## src/sv/sdc_pkg.sv

```systemverilog
package sdc_pkg;

	localparam int HDR_BYTES = 8;
	localparam int Q_DEPTH_DEF = 4;

	localparam logic [15:0] CRC_POLY = 16'hE593;
	localparam logic [7:0] CMD_A = 8'h53;
	localparam logic [7:0] CMD_B = 8'h63;
	localparam logic [7:0] CMD_C = 8'h82;
	localparam logic [15:0] CMD_A_LO_SEED = 16'hF69C;
	localparam logic [15:0] XOR_A_HI = 16'h1c6d;
	localparam logic [15:0] XOR_B_HI = 16'hf993;
	localparam logic [15:0] XOR_B_LO = 16'h98ef;
	localparam logic [15:0] XOR_C_HI = 16'hcc64;
	localparam logic [15:0] XOR_C_LO = 16'hcdbd;

	localparam logic [1:0] STATUS_OK = 2'd0;
	localparam logic [1:0] STATUS_BAD_CMD = 2'd1;
	localparam logic [1:0] STATUS_SHORT = 2'd2;

	typedef logic [7:0] mat_t [16];

	localparam mat_t MAT_A_HI = '{8'h1c, 8'h26, 8'h52, 8'h24, 8'h48, 8'h70, 8'h62, 8'h44,
		8'h16, 8'h4c, 8'h64, 8'h28, 8'h52, 8'h5a, 8'h56, 8'h30};
	localparam mat_t MAT_B_HI = '{8'h0e, 8'h36, 8'h12, 8'h72, 8'h30, 8'h6c, 8'h0c, 8'h68,
		8'h5e, 8'h40, 8'h54, 8'h24, 8'h48, 8'h62, 8'h6e, 8'h06};
	localparam mat_t MAT_B_LO = '{8'h5c, 8'h40, 8'h7a, 8'h52, 8'h24, 8'h30, 8'h62, 8'h44,
		8'h54, 8'h52, 8'h24, 8'h32, 8'h42, 8'h20, 8'h38, 8'h2e};
	localparam mat_t MAT_C_HI = '{8'h10, 8'h1a, 8'h3a, 8'h1e, 8'h3e, 8'h30, 8'h3e, 8'h16,
		8'h14, 8'h38, 8'h06, 8'h28, 8'h24, 8'h0a, 8'h04, 8'h06};
	localparam mat_t MAT_C_LO = '{8'h34, 8'h28, 8'h26, 8'h0e, 8'h1c, 8'h0e, 8'h1c, 8'h38,
		8'h04, 8'h0a, 8'h20, 8'h02, 8'h32, 8'h12, 8'h26, 8'h3a};

	typedef enum logic [1:0] {
		OP_NOP,
		OP_FEED,
		OP_SEED
	} op_t;

	typedef enum logic [1:0] {
		SEL_A,
		SEL_B,
		SEL_C
	} cmd_sel_t;

	typedef struct packed {
		logic [7:0] data_byte;
		logic       last;
	} in_item_t;

	typedef struct packed {
		logic [31:0] crc_value;
		logic [1:0]  status;
	} out_item_t;

	// one classified byte on its way from front to back
	typedef struct packed {
		op_t        op;
		cmd_sel_t   sel;
		logic [7:0] data;
		logic       hdr_wr;
		logic [2:0] hdr_idx;
		logic [3:0] replay_n;
		logic       last;
		logic [1:0] status;
	} entry_t;

	function automatic logic [15:0] crc_byte(logic [15:0] crc, logic [7:0] b);
		logic [15:0] c;
		c = crc ^ {8'h00, b};
		for (int k = 0; k < 8; k++) begin
			c = c[0] ? ((c >> 1) ^ CRC_POLY) : (c >> 1);
		end
		return c;
	endfunction

	// gf(2) matrix times sequence byte, then xor constant
	function automatic logic [15:0] seed_of(logic [7:0] seq, mat_t rows, logic [15:0] k);
		logic [15:0] r;
		for (int i = 0; i < 16; i++) begin
			r[i] = ^(rows[i] & seq);
		end
		return r ^ k;
	endfunction

endpackage

```

## src/sv/sdc_front.sv

```systemverilog
module sdc_front
	import sdc_pkg::*;
(
	input  logic     clk,
	input  logic     arst_n,
	input  logic     start,
	input  in_item_t item,
	input  logic     q_full,
	output logic     push,
	output entry_t   push_entry
);

	logic [15:0] count_q;
	logic [15:0] covered_q;
	logic [7:0]  len_lo_q;
	logic        bad_q;
	cmd_sel_t    sel_q;

	logic [15:0] count_next;
	logic        in_hdr;
	logic        known_cmd;
	cmd_sel_t    sel_new;

	assign push = start && !q_full;
	assign in_hdr = count_q < 16'(HDR_BYTES);
	assign count_next = (count_q == 16'hFFFF) ? count_q : count_q + 16'd1;

	always_comb begin
		known_cmd = 1'b1;
		sel_new = SEL_A;
		case (item.data_byte)
			CMD_A: sel_new = SEL_A;
			CMD_B: sel_new = SEL_B;
			CMD_C: sel_new = SEL_C;
			default: known_cmd = 1'b0;
		endcase
	end

	always_comb begin
		push_entry.op = OP_NOP;
		push_entry.sel = sel_q;
		push_entry.data = item.data_byte;
		push_entry.hdr_wr = in_hdr;
		push_entry.hdr_idx = count_q[2:0];
		push_entry.replay_n = (covered_q < 16'(HDR_BYTES)) ? covered_q[3:0]
			: 4'(HDR_BYTES);
		push_entry.last = item.last;
		if (count_q == 16'(HDR_BYTES - 1)) begin
			push_entry.op = bad_q ? OP_NOP : OP_SEED;
		end else if (!in_hdr && count_q < covered_q && !bad_q) begin
			push_entry.op = OP_FEED;
		end
		if (count_next < 16'(HDR_BYTES) || count_next < covered_q)
			push_entry.status = STATUS_SHORT;
		else if (bad_q)
			push_entry.status = STATUS_BAD_CMD;
		else
			push_entry.status = STATUS_OK;
	end

	// length and command are taken early; before byte 7 they only matter for status,
	// and a message that ends there is short anyway
	always_ff @(posedge clk or negedge arst_n) begin
		if (!arst_n) begin
			count_q <= '0;
			covered_q <= '0;
			bad_q <= 1'b0;
		end else if (push) begin
			if (item.last) begin
				count_q <= '0;
				covered_q <= '0;
				bad_q <= 1'b0;
			end else begin
				count_q <= count_next;
				if (count_q == 16'd1)
					covered_q <= {item.data_byte, len_lo_q} - 16'd1;
				if (count_q == 16'd2)
					bad_q <= !known_cmd;
			end
		end
	end

	always_ff @(posedge clk) begin
		if (push) begin
			if (count_q == 16'd0)
				len_lo_q <= item.data_byte;
			if (count_q == 16'd2)
				sel_q <= sel_new;
		end
	end

endmodule

```

## src/sv/sdc_queue.sv

```systemverilog
module sdc_queue
	import sdc_pkg::*;
#(
	parameter int DEPTH = Q_DEPTH_DEF
) (
	input  logic   clk,
	input  logic   arst_n,
	input  logic   push,
	input  entry_t push_entry,
	input  logic   pop,
	output entry_t head,
	output logic   empty,
	output logic   full
);

	localparam int PW = (DEPTH > 1) ? $clog2(DEPTH) : 1;
	localparam int CW = $clog2(DEPTH + 1);

	entry_t         slot_q [DEPTH];
	logic [PW-1:0]  wr_q;
	logic [PW-1:0]  rd_q;
	logic [CW-1:0]  fill_q;

	assign empty = (fill_q == '0);
	assign full = (fill_q == CW'(DEPTH));
	assign head = slot_q[rd_q];

	always_ff @(posedge clk or negedge arst_n) begin
		if (!arst_n) begin
			wr_q <= '0;
			rd_q <= '0;
			fill_q <= '0;
		end else begin
			if (push)
				wr_q <= (wr_q == PW'(DEPTH - 1)) ? '0 : wr_q + PW'(1);
			if (pop)
				rd_q <= (rd_q == PW'(DEPTH - 1)) ? '0 : rd_q + PW'(1);
			if (push && !pop)
				fill_q <= fill_q + CW'(1);
			else if (pop && !push)
				fill_q <= fill_q - CW'(1);
		end
	end

	always_ff @(posedge clk) begin
		if (push)
			slot_q[wr_q] <= push_entry;
	end

endmodule

```

## src/sv/sdc_back.sv

```systemverilog
module sdc_back
	import sdc_pkg::*;
(
	input  logic      clk,
	input  logic      arst_n,
	input  entry_t    head,
	input  logic      q_empty,
	output logic      pop,
	output logic      done,
	output out_item_t result
);

	typedef enum logic [3:0] {
		ST_IDLE   = 4'b0001,
		ST_REPLAY = 4'b0010,
		ST_EXT1   = 4'b0100,
		ST_EXT2   = 4'b1000
	} state_t;

	state_t      state_q;
	logic        done_q;
	out_item_t   result_q;
	logic [7:0]  header_q [HDR_BYTES];
	logic [15:0] hi_q;
	logic [15:0] lo_q;
	logic [2:0]  rp_q;
	logic [3:0]  replay_n_q;
	logic        last_q;
	logic [1:0]  status_q;

	logic        start_replay;
	logic        rp_end;
	logic        finish;
	logic [1:0]  fin_status;
	logic [7:0]  hi_byte;
	logic [7:0]  lo_byte;
	logic [15:0] hi_step;
	logic [15:0] lo_step;
	logic [15:0] seed_hi;
	logic [15:0] seed_lo;

	assign pop = (state_q == ST_IDLE) && !q_empty;
	assign start_replay = pop && head.op == OP_SEED && head.replay_n != 4'd0;
	assign rp_end = ({1'b0, rp_q} == replay_n_q - 4'd1);
	assign finish = (pop && head.last && !start_replay)
		|| (state_q == ST_REPLAY && rp_end && last_q);
	assign fin_status = pop ? head.status : status_q;

	// one shared byte step per crc; the extension feeds the high crc into the low one
	always_comb begin
		hi_byte = pop ? head.data : header_q[rp_q];
		lo_byte = hi_byte;
		if (state_q == ST_EXT1)
			lo_byte = hi_q[7:0];
		else if (state_q == ST_EXT2)
			lo_byte = hi_q[15:8];
	end

	assign hi_step = crc_byte(hi_q, hi_byte);
	assign lo_step = crc_byte(lo_q, lo_byte);

	always_comb begin
		case (head.sel)
			SEL_A: begin
				seed_hi = seed_of(head.data, MAT_A_HI, XOR_A_HI);
				seed_lo = CMD_A_LO_SEED;
			end
			SEL_B: begin
				seed_hi = seed_of(head.data, MAT_B_HI, XOR_B_HI);
				seed_lo = seed_of(head.data, MAT_B_LO, XOR_B_LO);
			end
			SEL_C: begin
				seed_hi = seed_of(head.data, MAT_C_HI, XOR_C_HI);
				seed_lo = seed_of(head.data, MAT_C_LO, XOR_C_LO);
			end
			default: begin
				seed_hi = '0;
				seed_lo = '0;
			end
		endcase
	end

	always_ff @(posedge clk or negedge arst_n) begin
		if (!arst_n) begin
			state_q <= ST_IDLE;
			done_q <= 1'b0;
		end else begin
			done_q <= 1'b0;
			case (state_q)
				ST_IDLE: begin
					if (start_replay) begin
						state_q <= ST_REPLAY;
					end else if (finish) begin
						if (fin_status == STATUS_OK)
							state_q <= ST_EXT1;
						else
							done_q <= 1'b1;
					end
				end
				ST_REPLAY: begin
					if (rp_end) begin
						if (finish && fin_status == STATUS_OK) begin
							state_q <= ST_EXT1;
						end else begin
							state_q <= ST_IDLE;
							done_q <= finish;
						end
					end
				end
				ST_EXT1: state_q <= ST_EXT2;
				ST_EXT2: begin
					state_q <= ST_IDLE;
					done_q <= 1'b1;
				end
				default: state_q <= ST_IDLE;
			endcase
		end
	end

	always_ff @(posedge clk) begin
		if (pop) begin
			if (head.hdr_wr)
				header_q[head.hdr_idx] <= head.data;
			last_q <= head.last;
			status_q <= head.status;
			replay_n_q <= head.replay_n;
			rp_q <= '0;
			case (head.op)
				OP_SEED: begin
					hi_q <= seed_hi;
					lo_q <= seed_lo;
				end
				OP_FEED: begin
					hi_q <= hi_step;
					lo_q <= lo_step;
				end
				default: ;
			endcase
		end else if (state_q == ST_REPLAY) begin
			hi_q <= hi_step;
			lo_q <= lo_step;
			rp_q <= rp_q + 3'd1;
		end else if (state_q == ST_EXT1) begin
			lo_q <= lo_step;
		end
		if (state_q == ST_EXT2) begin
			result_q.crc_value <= {hi_q, lo_step};
			result_q.status <= STATUS_OK;
		end else if (finish && fin_status != STATUS_OK) begin
			result_q.crc_value <= '0;
			result_q.status <= fin_status;
		end
	end

	assign done = done_q;
	assign result = result_q;

endmodule

```

## src/sv/seeded_dual_crc16_message_check_core.sv

```systemverilog
// Message check: takes one message byte per transfer (start high while busy is low) and
// pulses done for one cycle with the 32-bit dual crc and a status after the final byte.
// A front stage classifies bytes at one per cycle while the queue is not full and hands
// them through a small queue (QUEUE_DEPTH entries) to the crc engine; busy is high only
// while that queue is full. Header byte 7 loads the seed, and the engine then replays up
// to eight covered header bytes into both crcs. A well-formed final byte is followed by
// the extension states ST_EXT1 and ST_EXT2, and done is registered after them. Results
// cannot be held off by the receiver: capture the result port in the cycle done is high.
module seeded_dual_crc16_message_check_core
	import sdc_pkg::*;
#(
	parameter int QUEUE_DEPTH = Q_DEPTH_DEF
) (
	input  logic      clk,
	input  logic      arst_n,
	input  logic      start,
	output logic      busy,
	input  in_item_t  item,
	output logic      done,
	output out_item_t result
);

	logic   q_full;
	logic   q_empty;
	logic   push;
	logic   pop;
	entry_t push_entry;
	entry_t head;

	assign busy = q_full;

	sdc_front u_front (
		.clk       (clk),
		.arst_n    (arst_n),
		.start     (start),
		.item      (item),
		.q_full    (q_full),
		.push      (push),
		.push_entry(push_entry)
	);

	sdc_queue #(
		.DEPTH(QUEUE_DEPTH)
	) u_queue (
		.clk       (clk),
		.arst_n    (arst_n),
		.push      (push),
		.push_entry(push_entry),
		.pop       (pop),
		.head      (head),
		.empty     (q_empty),
		.full      (q_full)
	);

	sdc_back u_back (
		.clk    (clk),
		.arst_n (arst_n),
		.head   (head),
		.q_empty(q_empty),
		.pop    (pop),
		.done   (done),
		.result (result)
	);

endmodule

```

## config.mk

```make
export PLATFORM = sky130hd
export DESIGN_NAME = seeded_dual_crc16_message_check_core
export DESIGN_NICKNAME = d
export VERILOG_FILES = /design/src/sv/sdc_pkg.sv /design/src/sv/sdc_front.sv /design/src/sv/sdc_queue.sv /design/src/sv/sdc_back.sv /design/src/sv/seeded_dual_crc16_message_check_core.sv
export SDC_FILE = /design/constraint.sdc
export NUM_CORES = 1
export LEC_CHECK = 0
export ABC_AREA = 1
export BUFFER_PORTS_ARGS = -buffer_cell sky130_fd_sc_hd__buf_2
export CORE_MARGIN = 10
export CORE_UTILIZATION = 40
export CTS_CLUSTER_SIZE = 24
export DETAILED_ROUTE_END_ITERATION = 6
export GPL_TIMING_DRIVEN = 0
export PLACE_DENSITY = 0.66
export SLEW_MARGIN = 15
export SYNTH_ARGS = -nofsm -noshare
export SYNTH_HDL_FRONTEND = slang
export SYNTH_SLANG_ARGS = --single-unit
```

## constraint.sdc

```tcl
create_clock -name clk -period 10.74 [get_ports clk]
set_clock_uncertainty 0.15 [all_clocks]
set_input_delay 0.537 -clock clk [delete_from_list [all_inputs] [get_ports clk]]
set_output_delay 0.537 -clock clk [all_outputs]
set_load 0.01 [all_outputs]
```

==> flow_results.org <==
** Synthesis
- Yosys Warn Count :: 0
- Number of enable-type register cells in the synthesized netlist :: 235
- Fraction of the mapped netlist area in simple logic gates :: 21.5%
- Mapped Avg Cell Area :: 9.19 µm²
- Of all flip-flops after synthesis, the portion carrying an async set or reset was 15.5%.
- Prevailing post-synth register cell :: sky130_fd_sc_hd__edfxtp_1
- Post-synthesis compound-gate area fraction :: 8.92%
- The mapped netlist covers 15,600 µm².
- Total of flip-flops plus latches after synthesis :: 290
- Xor/xnor share of the synthesized area :: 5.49%
- When the netlist entered floorplanning its net count stood at 1,756.
- Synthesized-area fraction occupied by adder cells :: 3.74%
- By area, the combinational part of the netlist is dominated by simple AND/OR/NAND/NOR gates.
- The netlist uses 58 different library cells.
- Portion of netlist area occupied by mux cells :: 0.136%
- In the synthesized netlist, the number of instances is 1,698.
- Summing the sequential cell areas from Yosys gives 53.7% of the chip area.

** Detailed routing
- Antenna-violating nets left :: 0
- In the final routed layout, each cell accounts on average for 17.6 µm.
- Via Count :: 12,200
- The pre-antenna-repair detailed-routing pass consisted of 5 iterations.
- Total Routed Length :: 41,000 µm
- After detailed routing, the number of vias per cell comes to 5.23.
- Number of DRC markers after the initial detailed-route iteration :: 757
- In the routed design, unresolved DRC markers number 0.

** Placement
- RePlAce Congestion :: 0.936
- In this run the tool buffered the top-level ports with 47 buffer cells.
- Placed cell area :: 16,500 µm²
- Detailed placement HPWL :: 29,700 µm

** Critical path
- STA classifies the critical path startpoint as a flop.
- Cell occurring most often along the worst timing path :: sky130_fd_sc_hd__clkbuf_1
- The largest single stage delay on the critical path is 0.77 ns.
- Worst-case register-to-register setup slack :: 5.69 ns
- In this run the critical register-to-register path is launched from u_queue.rd_q[0].
- Required time at the endpoint of the critical path :: 10.95 ns
- Cell Chain, Critical Path :: inv_2 > buf_4 > buf_4 > buf_2 > clkbuf_1 > clkbuf_1 > nand2_1 > a32oi_1 > inv_1 > ha_1 > nor2_1 > inv_1 > a21oi_1 > clkbuf_1 > nand2_1 > o21ai_0
- The slowest stage of the critical path belongs to the cell sky130_fd_sc_hd__nor2_1.
- The worst setup path is of the reg -> reg kind.
- Data arrives at the worst endpoint at 5.26 ns.
- Maximum net fanout on the critical path :: 10
- The worst setup path is captured at a flop.
- Crit path from :: u_queue.rd_q[0]

** Job
- Max-cap violations in this run came to 0.

** CTS
- TritonCTS clock tree :: done
- The clock reaches the later pin of the worst-skew pair after 0.51 ns.
- Clk sinks :: 290
- Number of buffers created by CTS :: 34
- After clock tree synthesis, the setup repair step added 0 buffers.
- Number of gates resized after cts :: 0
- Hold buffer count at CTS :: 0
- The tree is rooted in a sky130_fd_sc_hd__clkbuf_16.
- Clock-pin slew was measured on the worst setup and hold paths at 0.06 ns.
- Max H-tree Level :: 2
- In this run the deepest clock path goes through 3 buffers.

** Timing
- Number of endpoints with negative hold slack in the final report :: 0
- Post-route minimum period :: 5.05 ns
- For this run, the top clock speed supported by timing is 198 MHz.
- Headroom to the max-slew limit came out at 32.1%.
- Share of the clock period used by the worst path after layout :: 47.1%
- Fin Setup TNS :: 0 ns
- Setup violations, final :: 0
- The number of slew-limit violations in the final report was 0.
- Setup repair after global routing left no endpoint under its margin.
- Actual slew at the worst max-slew pin :: 1.02 ns

** Outcome
- Result of the run :: finished, final reports clean

** Cells and area
- Diodes inserted :: 0
- After routing the design area is 17,600 µm².
- Relative to the synthesized area, the layout overhead comes to 12.9%.
- The post-route netlist has 10.0% of its cells at a drive strength greater than 1.
- After the last flow step, the layout net total stands at 1,840.
- End-of-flow core utilization :: 45.6%
- Number of fill cells :: 3,684

** Floorplan
- Measured along the y axis, the die boundary spans 218 µm.
- X dimension of the die :: 218 µm
- I/O pin count :: 48
- Standard cell core area :: 38,600 µm²
- Number of rows in the core area :: 72
- Die area :: 47,300 µm²
- The initial utilization of the core area, before any placement, comes to 40.4%.

** Global route
- Antenna violations before repair :: 1
- Vias in the first global route :: 12,100
- Entering global routing, the biggest net connects 46 pins.
- Wire length of the first global-routing pass :: 65,500 µm
- Leftover overflow at the end of global routing :: 0
- Global-route total usage across every layer :: 17.3%

** Min path
- The path class of the tightest hold or removal check is in -> reg.
- The startpoint identified for the worst hold timing path is item[0].
-- worst paths after layout --
check                                       end  depth (start not counted)
max                             u_back.lo_q[11]                         16
min in group asynchronous    u_front.count_q[7]                          2
max in group asynchronous     u_back.state_q[3]                          2
max reg2reg                     u_back.lo_q[11]                         16
min                        u_queue.slot_q[3][2]                          1
min reg2reg                  u_back.status_q[1]                          2
-- per-stage QoR --
step | instances | setup WS (ns) | hold WS (ns)
after floorplan | 1698 | 7.13 | 0.0914
after global placement | 2263 | 5.80 | 0.311
after detailed placement | 2263 | 5.75 | 0.322
after CTS | 2323 | 5.71 | 0.124
after global routing | 2324 | 5.33 | 0.186
final | 2324 | 5.69 | 0.200
-- registers in the layout (all words and copies together) (netlist names), 2 cells and up, named ones only --
signal	flops
u_queue.slot_q	92
u_back.header_q	64
u_back.result	34
u_back.hi_q	16
u_back.lo_q	16
u_front.count_q	16
u_front.covered_q	16
u_front.len_lo_q	8
u_back.replay_n_q	4
u_back.state_q	4
u_back.rp_q	3
u_queue.fill_q	3
u_back.status_q	2
u_front.sel_q	2
u_queue.rd_q	2
u_queue.wr_q	2
-- kinds of logic (layout without fill, tap and decap cells) --
kind of cell,after synthesis,after routing
buffers and inverters,254,362
adders and majority gates,46,46
DFF,290,290
and+or+nand+nor,785,785
xor gates and xnor gates,86,86
muxes,2,2
AOI/OAI and AO/OA,235,235
-- layer usage --
metal	up-vias	GRT usage, %	wire length [µm]
li1	5895	-	-
met1	5829	21.9	17700
met2	349	29.3	19600
met3	80	3.04	2510
met4	2	5.57	1130
met5	-	0	3
-- synth_stat cells, drive strengths merged, types with 5 or more instances --
cell,instances,area [µm²]
nand2,439,1760
edfxtp,235,7060
inv,201,754
nor2,165,627
nand3,134,691
o21ai,106,534
xor2,70,703
a21oi,50,262
ha,45,563
dfrtp,44,1100
o22ai,35,219
clkbuf,28,105
buf,22,146
nor3,16,80.1
xnor2,15,131
nand4,14,87.6
a32oi,10,106
dfxtp,10,200
o211ai,10,75.1
nor4,9,56.3
or2,5,31.3
-- critical path: cells and delay by family (launching register included) --
kind                     cells  cell delay (ns)
AO/OA/AOI/OAI                3             0.87
adder cells (fa/ha/maj)      1             0.18
buffers and inverters        9             2.18
flip-flops                   1             0.47
AND/OR/NAND/NOR              3             1.03
-- final cells by class --
type	count	area, µm²	area share (%)
Sequential cell	290	8380	47.6
Multi-Input combinational cell	1154	6240	35.4
Clock buffer	41	908	5.16
Inverter	204	766	4.35
Tap cell	518	648	3.68
Buffer	50	251	1.43
Timing Repair Buffer	48	248	1.41
Clock inverter	19	176	1.00
-- placed cells by master (no fill, tap or decap), drive strengths merged, types with 2 or more instances in the layout --
cell type and count:
dfrtp 44, clkinv 16, ha 45, inv 203, o22ai 35, a21boi 2, o2111ai 3, xor2 70
nand3b 2, nand4 14, or2 5, dfxtp 10, clkbuf 69, o221ai 3, edfxtp 235, nor2 165
a32oi 10, buf 69, a21o 2, a21oi 50, nor3 16, xnor2 15, o211ai 10, nand3 134
nor4 9, bufinv 3, a31oi 3, o21ai 106, a221oi 3, nand2 439
Power is left out: the tool's default activity adds up to more than one toggle a clock period on the data nets, which glitch-free logic cannot reach.
